$ cat src/hw/rtl/dqle_pkg.sv
package dqle_pkg;

    // name limits
    localparam int LABEL_MAX   = 32;
    localparam int ADDR_CHARS  = 15;
    localparam int GROUPS      = 4;
    localparam int GROUP_CHARS = 3;
    localparam int OCT_DEPTH   = GROUPS * GROUP_CHARS;
    localparam int SFX_LEN     = 13;

    // derived widths
    localparam int LBL_IDX_W = (LABEL_MAX > 1) ? $clog2(LABEL_MAX) : 1;
    localparam int LBL_CNT_W = $clog2(LABEL_MAX + 1);
    localparam int PTR_W     = (LBL_IDX_W > 4) ? LBL_IDX_W : 4;

    // characters
    localparam logic [7:0] DOT_CHAR  = 8'h2E;
    localparam logic [7:0] ZERO_CHAR = 8'h30;
    localparam logic [7:0] NINE_CHAR = 8'h39;

    // output byte source select
    localparam logic [2:0] SEL_LLEN  = 3'd0;
    localparam logic [2:0] SEL_LBYTE = 3'd1;
    localparam logic [2:0] SEL_GLEN  = 3'd2;
    localparam logic [2:0] SEL_GBYTE = 3'd3;
    localparam logic [2:0] SEL_SFX   = 3'd4;
    localparam logic [2:0] SEL_FINAL = 3'd5;

    // controller to datapath commands
    typedef struct packed {
        logic       load;
        logic       absorb;
        logic       set_err;
        logic       clr_count;
        logic       clear_name;
        logic       ptr_clr;
        logic       ptr_inc;
        logic       grp_load;
        logic       grp_dec;
        logic       emit;
        logic [2:0] sel;
    } dqle_cmd_t;

    // datapath to controller status
    typedef struct packed {
        logic mode;
        logic is_dot;
        logic eos;
        logic count_zero;
        logic err;
        logic label_last;
        logic group_last;
        logic grp_zero;
        logic tail_err;
        logic sfx_last;
        logic out_free;
    } dqle_stat_t;

    // length-prefixed in-addr and arpa labels
    function automatic logic [7:0] sfx_byte(input logic [3:0] i);
        logic [7:0] b;
        case (i)
            4'd0:    b = 8'd7;
            4'd1:    b = 8'h69;
            4'd2:    b = 8'h6E;
            4'd3:    b = 8'h2D;
            4'd4:    b = 8'h61;
            4'd5:    b = 8'h64;
            4'd6:    b = 8'h64;
            4'd7:    b = 8'h72;
            4'd8:    b = 8'd4;
            4'd9:    b = 8'h61;
            4'd10:   b = 8'h72;
            4'd11:   b = 8'h70;
            4'd12:   b = 8'h61;
            default: b = 8'h00;
        endcase
        return b;
    endfunction

endpackage

$ cat src/hw/rtl/dqle_datapath.sv
module dqle_datapath (
    input  logic                 clk,
    input  logic                 rst_n,
    input  logic [7:0]           name_char,
    input  logic                 end_of_name,
    input  logic                 cfg_we,
    input  logic                 cfg_data,
    input  logic                 out_ready,
    input  dqle_pkg::dqle_cmd_t  cmd,
    output dqle_pkg::dqle_stat_t stat,
    output logic                 out_valid,
    output logic [7:0]           wire_byte,
    output logic                 final_byte,
    output logic                 bad_name
);

    localparam int IW = dqle_pkg::LBL_IDX_W;
    localparam int CW = dqle_pkg::LBL_CNT_W;
    localparam int PW = dqle_pkg::PTR_W;

    logic                 mode_reg;
    logic [7:0]           char_reg;
    logic                 eos_reg;
    logic [7:0]           label_mem [dqle_pkg::LABEL_MAX];
    logic [7:0]           oct_mem [dqle_pkg::OCT_DEPTH];
    logic [CW-1:0]        count_reg;
    logic [1:0]           len_reg [dqle_pkg::GROUPS];
    logic [1:0]           idx_reg;
    logic                 err_reg;
    logic [PW-1:0]        ptr_reg;
    logic [1:0]           grp_reg;
    logic                 out_valid_reg;
    logic [7:0]           byte_reg;
    logic                 final_reg;
    logic                 bad_reg;

    logic                 is_dot;
    logic                 is_digit;
    logic [1:0]           cur_len;
    logic                 lbl_full;
    logic                 lbl_wr;
    logic                 oct_wr;
    logic [3:0]           oct_wr_addr;
    logic [3:0]           oct_rd_addr;
    logic [4:0]           total;
    logic                 out_free;

    // decode of the held character
    assign is_dot   = (char_reg == dqle_pkg::DOT_CHAR);
    assign is_digit = (char_reg >= dqle_pkg::ZERO_CHAR) && (char_reg <= dqle_pkg::NINE_CHAR);
    assign cur_len  = len_reg[idx_reg];
    assign lbl_full = (count_reg >= CW'(dqle_pkg::LABEL_MAX));

    // store writes on absorb
    assign lbl_wr = cmd.absorb && !mode_reg && !is_dot && !lbl_full;
    assign oct_wr = cmd.absorb && mode_reg && is_digit && (cur_len != 2'd3);
    assign oct_wr_addr = {2'b00, idx_reg} * 4'd3 + {2'b00, cur_len};
    assign oct_rd_addr = {2'b00, grp_reg} * 4'd3 + {2'b00, ptr_reg[1:0]};

    // address length check: group count minus one plus all digits
    always_comb
    begin
        total = {3'b000, idx_reg};
        for (int g = 0; g < dqle_pkg::GROUPS; g++)
        begin
            if (2'(g) <= idx_reg)
                total = total + {3'b000, len_reg[g]};
        end
    end

    assign out_free = !out_valid_reg || out_ready;

    // status to controller
    always_comb
    begin
        stat            = '0;
        stat.mode       = mode_reg;
        stat.is_dot     = is_dot;
        stat.eos        = eos_reg;
        stat.count_zero = (count_reg == '0);
        stat.err        = err_reg;
        stat.label_last = ((CW+1)'(ptr_reg) + (CW+1)'(1)) == (CW+1)'(count_reg);
        stat.group_last = (ptr_reg[1:0] + 2'd1) == len_reg[grp_reg];
        stat.grp_zero   = (grp_reg == 2'd0);
        stat.tail_err   = is_dot || (cur_len == 2'd0) ||
                          (total > 5'(dqle_pkg::ADDR_CHARS));
        stat.sfx_last   = (ptr_reg == PW'(dqle_pkg::SFX_LEN - 1));
        stat.out_free   = out_free;
    end

    // input hold register
    always_ff @(posedge clk)
    begin
        if (cmd.load)
        begin
            char_reg <= name_char;
            eos_reg  <= end_of_name;
        end
    end

    // label and octet stores
    always_ff @(posedge clk)
    begin
        if (lbl_wr)
            label_mem[count_reg[IW-1:0]] <= char_reg;
        if (oct_wr)
            oct_mem[oct_wr_addr] <= char_reg;
    end

    // name state
    always_ff @(posedge clk or negedge rst_n)
    begin
        if (!rst_n)
        begin
            mode_reg  <= 1'b0;
            count_reg <= '0;
            idx_reg   <= 2'd0;
            err_reg   <= 1'b0;
            for (int g = 0; g < dqle_pkg::GROUPS; g++)
                len_reg[g] <= 2'd0;
        end
        else if (cfg_we || cmd.clear_name)
        begin
            if (cfg_we)
                mode_reg <= cfg_data;
            count_reg <= '0;
            idx_reg   <= 2'd0;
            err_reg   <= 1'b0;
            for (int g = 0; g < dqle_pkg::GROUPS; g++)
                len_reg[g] <= 2'd0;
        end
        else
        begin
            if (cmd.set_err)
                err_reg <= 1'b1;
            if (cmd.clr_count)
                count_reg <= '0;
            if (cmd.absorb)
            begin
                if (!mode_reg)
                begin
                    if (!is_dot)
                    begin
                        if (lbl_full)
                            err_reg <= 1'b1;
                        else
                            count_reg <= count_reg + CW'(1);
                    end
                end
                else if (is_dot)
                begin
                    if ((cur_len == 2'd0) || (idx_reg == 2'd3))
                        err_reg <= 1'b1;
                    else
                        idx_reg <= idx_reg + 2'd1;
                end
                else if (is_digit)
                begin
                    if (cur_len == 2'd3)
                        err_reg <= 1'b1;
                    else
                        len_reg[idx_reg] <= cur_len + 2'd1;
                end
                else
                begin
                    err_reg <= 1'b1;
                end
            end
        end
    end

    // read pointer and group counter
    always_ff @(posedge clk or negedge rst_n)
    begin
        if (!rst_n)
        begin
            ptr_reg <= '0;
            grp_reg <= 2'd0;
        end
        else
        begin
            if (cmd.ptr_clr)
                ptr_reg <= '0;
            else if (cmd.ptr_inc)
                ptr_reg <= ptr_reg + PW'(1);
            if (cmd.grp_load)
                grp_reg <= idx_reg;
            else if (cmd.grp_dec)
                grp_reg <= grp_reg - 2'd1;
        end
    end

    // output register
    always_ff @(posedge clk or negedge rst_n)
    begin
        if (!rst_n)
            out_valid_reg <= 1'b0;
        else if (cmd.emit)
            out_valid_reg <= 1'b1;
        else if (out_ready)
            out_valid_reg <= 1'b0;
    end

    // output byte source, stores read straight into the output register
    always_ff @(posedge clk)
    begin
        if (cmd.emit)
        begin
            case (cmd.sel)
                dqle_pkg::SEL_LLEN:  byte_reg <= 8'(count_reg);
                dqle_pkg::SEL_LBYTE: byte_reg <= label_mem[ptr_reg[IW-1:0]];
                dqle_pkg::SEL_GLEN:  byte_reg <= {6'b000000, len_reg[grp_reg]};
                dqle_pkg::SEL_GBYTE: byte_reg <= oct_mem[oct_rd_addr];
                dqle_pkg::SEL_SFX:   byte_reg <= dqle_pkg::sfx_byte(ptr_reg[3:0]);
                default:             byte_reg <= 8'h00;
            endcase
            final_reg <= (cmd.sel == dqle_pkg::SEL_FINAL);
            bad_reg   <= (cmd.sel == dqle_pkg::SEL_FINAL) && err_reg;
        end
    end

    assign out_valid  = out_valid_reg;
    assign wire_byte  = byte_reg;
    assign final_byte = final_reg;
    assign bad_name   = bad_reg;

endmodule

$ cat src/hw/rtl/dqle_ctrl.sv
module dqle_ctrl (
    input  logic                 clk,
    input  logic                 rst_n,
    input  logic                 in_valid,
    output logic                 in_ready,
    input  dqle_pkg::dqle_stat_t stat,
    output dqle_pkg::dqle_cmd_t  cmd
);

    localparam logic [3:0] S_IDLE   = 4'd0;
    localparam logic [3:0] S_STEP   = 4'd1;
    localparam logic [3:0] S_REL    = 4'd2;
    localparam logic [3:0] S_LBYTE  = 4'd3;
    localparam logic [3:0] S_CHECK  = 4'd4;
    localparam logic [3:0] S_GLEN   = 4'd5;
    localparam logic [3:0] S_GBYTE  = 4'd6;
    localparam logic [3:0] S_SFX    = 4'd7;
    localparam logic [3:0] S_FINISH = 4'd8;

    logic [3:0] state_reg;
    logic [3:0] state_next;
    logic [3:0] after_label;

    // after a released label: terminator on last character, else next request
    assign after_label = stat.eos ? S_FINISH : S_IDLE;
    assign in_ready    = (state_reg == S_IDLE);

    // next state and commands
    always_comb
    begin
        cmd        = '0;
        state_next = state_reg;
        case (state_reg)
            S_IDLE:
            begin
                if (in_valid)
                begin
                    cmd.load   = 1'b1;
                    state_next = S_STEP;
                end
            end
            S_STEP:
            begin
                cmd.absorb = 1'b1;
                if (stat.mode)
                    state_next = stat.eos ? S_CHECK : S_IDLE;
                else if (stat.is_dot || stat.eos)
                    state_next = S_REL;
                else
                    state_next = S_IDLE;
            end
            S_REL:
            begin
                if (stat.count_zero)
                begin
                    cmd.set_err   = 1'b1;
                    cmd.clr_count = 1'b1;
                    state_next    = after_label;
                end
                else if (stat.err)
                begin
                    cmd.clr_count = 1'b1;
                    state_next    = after_label;
                end
                else if (stat.out_free)
                begin
                    cmd.emit    = 1'b1;
                    cmd.sel     = dqle_pkg::SEL_LLEN;
                    cmd.ptr_clr = 1'b1;
                    state_next  = S_LBYTE;
                end
            end
            S_LBYTE:
            begin
                if (stat.out_free)
                begin
                    cmd.emit    = 1'b1;
                    cmd.sel     = dqle_pkg::SEL_LBYTE;
                    cmd.ptr_inc = 1'b1;
                    if (stat.label_last)
                    begin
                        cmd.clr_count = 1'b1;
                        state_next    = after_label;
                    end
                end
            end
            S_CHECK:
            begin
                if (stat.err || stat.tail_err)
                begin
                    cmd.set_err = 1'b1;
                    state_next  = S_FINISH;
                end
                else
                begin
                    cmd.grp_load = 1'b1;
                    state_next   = S_GLEN;
                end
            end
            S_GLEN:
            begin
                if (stat.out_free)
                begin
                    cmd.emit    = 1'b1;
                    cmd.sel     = dqle_pkg::SEL_GLEN;
                    cmd.ptr_clr = 1'b1;
                    state_next  = S_GBYTE;
                end
            end
            S_GBYTE:
            begin
                if (stat.out_free)
                begin
                    cmd.emit    = 1'b1;
                    cmd.sel     = dqle_pkg::SEL_GBYTE;
                    cmd.ptr_inc = 1'b1;
                    if (stat.group_last)
                    begin
                        if (stat.grp_zero)
                        begin
                            cmd.ptr_clr = 1'b1;
                            state_next  = S_SFX;
                        end
                        else
                        begin
                            cmd.grp_dec = 1'b1;
                            state_next  = S_GLEN;
                        end
                    end
                end
            end
            S_SFX:
            begin
                if (stat.out_free)
                begin
                    cmd.emit    = 1'b1;
                    cmd.sel     = dqle_pkg::SEL_SFX;
                    cmd.ptr_inc = 1'b1;
                    if (stat.sfx_last)
                        state_next = S_FINISH;
                end
            end
            S_FINISH:
            begin
                if (stat.out_free)
                begin
                    cmd.emit       = 1'b1;
                    cmd.sel        = dqle_pkg::SEL_FINAL;
                    cmd.clear_name = 1'b1;
                    state_next     = S_IDLE;
                end
            end
            default:
            begin
                state_next = S_IDLE;
            end
        endcase
    end

    // state register
    always_ff @(posedge clk or negedge rst_n)
    begin
        if (!rst_n)
            state_reg <= S_IDLE;
        else
            state_reg <= state_next;
    end

endmodule

$ cat src/hw/rtl/dns_qname_label_encoder_core.sv
// sequence: a request is taken in the idle state and worked in the step state after it; in A mode the
//   first result is registered from the release state, in PTR mode only after a further check state
// flow: no new character is taken until the last one is worked and the bytes that it releases are
//   emitted, and a stalled result holds the controller
// reset: rst_n clears mode (A), counts, group index, error and output valid; stores keep data
module dns_qname_label_encoder_core (
    input  logic       clk,
    input  logic       rst_n,
    input  logic       cfg_we,
    input  logic       cfg_data,
    input  logic       in_valid,
    output logic       in_ready,
    input  logic [7:0] name_char,
    input  logic       end_of_name,
    output logic       out_valid,
    input  logic       out_ready,
    output logic [7:0] wire_byte,
    output logic       final_byte,
    output logic       bad_name
);

    dqle_pkg::dqle_cmd_t  cmd;
    dqle_pkg::dqle_stat_t stat;

    // sequencer
    dqle_ctrl u_ctrl (
        .clk      (clk),
        .rst_n    (rst_n),
        .in_valid (in_valid),
        .in_ready (in_ready),
        .stat     (stat),
        .cmd      (cmd)
    );

    // stores, counters and output register
    dqle_datapath u_dp (
        .clk         (clk),
        .rst_n       (rst_n),
        .name_char   (name_char),
        .end_of_name (end_of_name),
        .cfg_we      (cfg_we),
        .cfg_data    (cfg_data),
        .out_ready   (out_ready),
        .cmd         (cmd),
        .stat        (stat),
        .out_valid   (out_valid),
        .wire_byte   (wire_byte),
        .final_byte  (final_byte),
        .bad_name    (bad_name)
    );

endmodule

$ cat config.mk
export PLATFORM = sky130hd
export DESIGN_NAME = dns_qname_label_encoder_core
export DESIGN_NICKNAME = d
export VERILOG_FILES = /design/src/hw/rtl/dqle_pkg.sv /design/src/hw/rtl/dqle_datapath.sv /design/src/hw/rtl/dqle_ctrl.sv /design/src/hw/rtl/dns_qname_label_encoder_core.sv
export SDC_FILE = /design/constraint.sdc
export NUM_CORES = 1
export LEC_CHECK = 0
export ABC_AREA = 1
export BUFFER_PORTS_ARGS = -buffer_cell sky130_fd_sc_hd__buf_2
export CORE_UTILIZATION = 60
export DETAILED_ROUTE_END_ITERATION = 8
export GPL_ROUTABILITY_DRIVEN = 0
export GPL_TIMING_DRIVEN = 0
export HOLD_SLACK_MARGIN = 0.03
export PLACE_DENSITY = 0.86
export SLEW_MARGIN = 20
export SYNTH_ARGS = -nofsm -noshare
export SYNTH_HDL_FRONTEND = slang
export SYNTH_HIERARCHICAL = 1
export SYNTH_SLANG_ARGS = --single-unit
$ cat constraint.sdc
create_clock -name clk -period 13.06 [get_ports clk]
set_input_delay 1.306 -clock clk [delete_from_list [all_inputs] [get_ports clk]]
set_output_delay 1.306 -clock clk [all_outputs]
set_load 0.01 [all_outputs]
After elaboration in Yosys (flattened, before gate mapping)
Memories as Yosys holds them, arrays and structs flattened. Index checks and enable logic that the tools add are counted.

Register bits: 49. Bits in writable memories: 352. Memory bits (read-only): 112. Word-level logic and storage cells: 222. Memories: 3.

Add/subtract/negate cells: 13. Multipliers: 2. Magnitude comparators: 11. Equality and inequality tests: 33. Mux-type cells: 104. Bitwise operators: 2. Reduce and logical (&&, ||, !) cells: 37.

Memory list: u_dp.label_mem (depth 32, width 8, rd ports 1, clocked after Yosys merged registers in 0, wr ports 1, RTL line dqle_datapath.sv:24) `logic [7:0] label_mem [dqle_pkg::LABEL_MAX];`; (name not given) (depth 16, width 7, rd ports 1, clocked after Yosys merged registers in 0, wr ports 0, RTL line dqle_pkg.sv:62) `case (i)`; u_dp.oct_mem (depth 12, width 8, rd ports 1, clocked after Yosys merged registers in 0, wr ports 1, RTL line dqle_datapath.sv:25) `logic [7:0] oct_mem [dqle_pkg::OCT_DEPTH];`.

Operators with widths (number): $mux W4 (22); $mux W8 (6); $pmux W8 S5 (1); $mux W1 (36); $mux W6 (6); $pmux W4 S9 (1); $mux W5 (7); $mux W2 (15); $pmux W4 S6 (1); $eq A4 B3 Y1 const B (4); $add A5 B2 Y5 (3); $ne A2 B1 Y1 const B (7); $reduce_bool A2 Y1 (7); $ne A2 B2 Y1 const B (6); $reduce_and A10 Y1 (1); $logic_and A1 B1 Y1 (9); $add A4 B2 Y4 (2); $bmux W2 S2 (2); $bwmux W8 (1); $eq A4 B2 Y1 const B (2); $eq A8 B6 Y1 const B (1); $ge A8 B6 Y1 const B (1); $le A8 B6 Y1 const B (1); $mul A2 B2 Y4 const B (2); 37 further kinds (58).

Logic depth before layout (Yosys ltp)
Word-level depth: 20. Depth in mapped cells: 23. Depth with buffers taken out: 23.

Cells and area by module
Netlist, hierarchy kept.

Modules (own cells, without submodules): dqle_datapath (instances 1, cells each 1706, area an instance 17822.1 um^2, seq. area each 11791.3 um^2); dqle_ctrl (instances 1, cells each 111, area an instance 610.6 um^2, seq. area each 100.1 um^2).

Worst setup path after synthesis
Ideal clock, no wire load.

Path type: reg2reg. Start point: reg u_dp.idx_reg[0]. End point: reg u_dp.grp_reg[0]. Setup time: 0.130 ns. Arrival time: 4.297 ns. Data required time: 12.930 ns. Setup slack: 8.633 ns. Cell stages (with the launch flop): 21. Clock period less this slack: 4.427 ns. Path through: dfrtp_1 -> ha_1 -> fa_1 -> fa_1 -> inv_1 -> o21ai_0 -> inv_1 -> fa_1 -> o21ai_0 -> inv_1 -> fa_1 -> or2_2 -> nor2_1 -> nand2_1 -> nand3_1 -> inv_1 -> nand4_1 -> inv_1 -> or2_2 -> o211ai_1 -> o21ai_0.

RTL lines: from (decl) (RTL line dqle_datapath.sv:28) `logic [1:0] idx_reg;`; from (signal assigned) (RTL line dqle_datapath.sv:155) `idx_reg <= idx_reg + 2'd1;`; to (signal assigned) (RTL line dqle_datapath.sv:187) `grp_reg <= idx_reg;`; to (signal assigned) (RTL line dqle_datapath.sv:189) `grp_reg <= grp_reg - 2'd1;`; to (decl) (RTL line dqle_datapath.sv:31) `logic [1:0] grp_reg;`.

==> impl_results.md <==
- Slew @ Worst Pin: 1.08 ns
- Post-Syn Nets: 1867
- Reg-to-reg endpoint: u_dp/grp_reg[0]
- Crit path arrival time: 5.30 ns
- Placed insts: 2249
- Initial antenna violation count: 0
- Peak supply drop: 0.000140 V
- Root Driver: clkbuf_16
- Most instantiated cells after synthesis: nand2_1, edfxtp_1, nor2_1
- Vias per cell: 6.12
- Min Hold Slack: 0.490 ns
- CTS Buf Count: 40
- Max-cap violation count: 0
- # diodes: 0
- Total track usage: 32.1%
- H-tree depth: 2
- Clock power share: 27.5%
- Fin Setup TNS: 0 ns
- # rows: 63
- Share of power burned in registers: 39.8%
- Synthesized area: 0.0184 sq mm
- Critical Path Start Type: flip-flop
- CTS clock-pin slew for the worst setup and hold paths: 0.07 ns
- Total iterations of the first detailed-routing run: 8
- Net Sw Power: 0.00148 W
- Ys Warns: 6
- Max Clock Skew: 0.0195 ns
- CTS tree: yes
- Leakage: 8.29 nW
- Share of synthesized registers carrying an async set or reset: 7.48%
- Largest net degree at the start of global routing: 31
- Number of setup buffers added after CTS: 0
- Hold_buf cts: 0
- Net Sw Frac: 36.5%
- DRC: 0
- Worst Hold Depth: 2
- Status: complete, no violations
- Max incr delay on CP: 0.53 ns
- Max reg flops: 256
- # IOs: 27
- Endpoints failing hold: 0
- Post-synthesis cell count: 1817
- Number of flops mapped to enable cells by yosys: 371
- CTS resizes: 0
- Layout net count: 1952
- Vias in the first global route: 14000
- First-pass GRT wire length: 75300 um
- Power, Total: 0.00405 W
- Crit Reg-Reg Startpoint: u_dp/idx_reg[0]
- Hpwl dp: 33000 um
- Cell mode on critical path: inv_1
- Delay-heaviest family, CP: adder cells
- Fin util: 68.7%
- Setup crit end kind: flip-flop
- Initial Util: 61.5%
- Via Count: 14200
- # setup viols final: 0
- Layout area overhead: 11.7%
- Tcrit/Tclk final: 37.5%
- Slowest CP cell: fa_1
- Highest Clock Rate: 0.204 GHz
- Clock sinks: 401
- Min cycle time layout: 4.90 ns
- IO Port Bufs: 26
- WL/cell: 21.3 um
- RSZ-0062 raised after global routing: false
- Reg2reg setup slack: 8.16 ns
- Die ar.: 0.0314 sq mm
- PD cells: 197 mW/mm^2
- Share of cells above drive strength 1: 9.27%
- Worst skew pair latency: 0.53 ns
- Hold_sp: u_dp/out_valid
- Final Max Tran Viols: 0
- Critical Path, Cell by Cell: ha_1 > fa_1 > fa_1 > inv_1 > o21ai_0 > inv_1 > fa_1 > o21ai_0 > inv_1 > fa_1 > or2_2 > nor2_1 > nand2_1 > nand3_1 > inv_1 > nand4_1 > inv_1 > or2_2 > o211ai_1 > o21ai_0
- WP buf/inv: 5
- Slew HR: 27.5%
- Worst hold endpoint: u_dp/out_valid
- Most frequent cell after synthesis: nand2_1
- Cell internal pwr: 0.00257 W
- Total Routed Length: 49400 um
- Core Area: 0.0300 sq mm
- Register area share after synthesis: 64.5%
- Die H: 177 um
- WS Path Type: flip-flop to flip-flop
- Final ANT Viol Nets: 0
- Critical Path RT: 13.46 ns
- Fill count: 2050
- Final Non-Filler Cells: 2321
- Worst hold path class: flip-flop to flip-flop
- Leading area contributor after synthesis: edfxtp_1
- Critical path peak fanout: 11
- Die X: 177 um
- Mean post-synth cell area: 10.1 sq um
- Top cell type's share of synthesized area: 60.4%
- 1st-iter DRT viols: 2053
- R2R depth: 20
- Remaining global-route overflow: 0
- Maximum clock path buffer count: 3
- Synth top area cells: edfxtp_1, nand2_1, nand3_1, dfrtp_1, nor2_1
- Ys flop type: edfxtp_1
- FF+latch count, synth: 401
- Post-synth cell types: 46
- Gate power share: 32.7%
cell usage in the layout, fill, tap and decap left out, types with 8 or more instances in the layout:
master	synthesis	layout
edfxtp_1	371	371
nand3_1	186	186
xor2_1	8	8
clkinv_1	1	12
nor3_1	12	11
fa_1	8	8
ha_1	27	27
nor2_1	197	197
dfrtp_1	30	30
o21ai_0	52	52
o21ai_1	23	23
inv_1	176	176
buf_6	11	12
buf_8	0	14
a21oi_1	71	71
nand2_1	513	513
clkbuf_1	19	26
buf_2	32	58
clkbuf_16	0	42
buf_4	12	12
through the flow:
step                      setup slack, ns  cell area, sq um
final                                8.16             20600
after global routing                 7.87             20600
after CTS                            8.17             20600
after detailed placement             8.21             19300
after global placement               8.34             19100
after floorplan                      8.63             18400
tightest hold or removal path, delay by kind of cell, from the launching register on:
kind / cells / cell delay (ns)
simple gates: 2 / 0.12
flops: 1 / 0.34
how the worst max path moves through the flow:
stage / start / endpoint / slack, ns / cells past startpoint
final: u_dp/idx_reg[0] / u_dp/grp_reg[0] / 8.16 / 20
after global routing: u_dp/idx_reg[0] / u_dp/grp_reg[0] / 7.87 / 20
after CTS: u_dp/idx_reg[0] / u_dp/grp_reg[0] / 8.17 / 20
after detailed placement: u_dp/idx_reg[0] / u_dp/grp_reg[0] / 8.21 / 20
after global placement: u_dp/idx_reg[0] / u_dp/grp_reg[0] / 8.34 / 20
after floorplan: u_dp/idx_reg[0] / u_dp/grp_reg[0] / 8.63 / 20
final cells by class:
| cell class | instances | area, sq um | share of cell area (%) |
|---|---|---|---|
| multi-input combinational | 1155 | 5390 | 26.2 |
| sequential | 401 | 11900 | 57.8 |
| buffer | 76 | 457 | 2.22 |
| clock buffer | 49 | 1080 | 5.23 |
| timing repair buffer | 43 | 387 | 1.88 |
| tap | 390 | 488 | 2.37 |
| clock inverter | 22 | 191 | 0.930 |
| inverter | 185 | 697 | 3.39 |
layer usage:
metal  vias up  share of wire [%]  global-route usage (%)
met5         -                  0                       0
met4         0                5.2                    14.6
met3       256                 13                    7.07
met2      1110                 48                    53.5
met1      6607                 34                    40.1
li1       6233                  -                       -
power groups by stage:
stage          sequential (W)  clock (W)  combinational (W)
2_1_floorplan         0.00165          0           0.000766
3_3_place_gp          0.00171          0            0.00110
3_5_place_dp          0.00164          0            0.00125
4_1_cts               0.00161    0.00112            0.00127
5_1_grt               0.00162    0.00117            0.00141
6_report              0.00161    0.00111            0.00132
cells by family after synthesis:
kind of cell             share of synthesized area (%)
adder cells (fa/ha/maj)                           2.70
AO/OA/AOI/OAI                                     5.20
XOR/XNOR                                         0.428
AND/OR/NAND/NOR                                   20.9
flip-flops                                        64.5
buffers and inverters                             6.26
(Power assumes the default switching activity.)
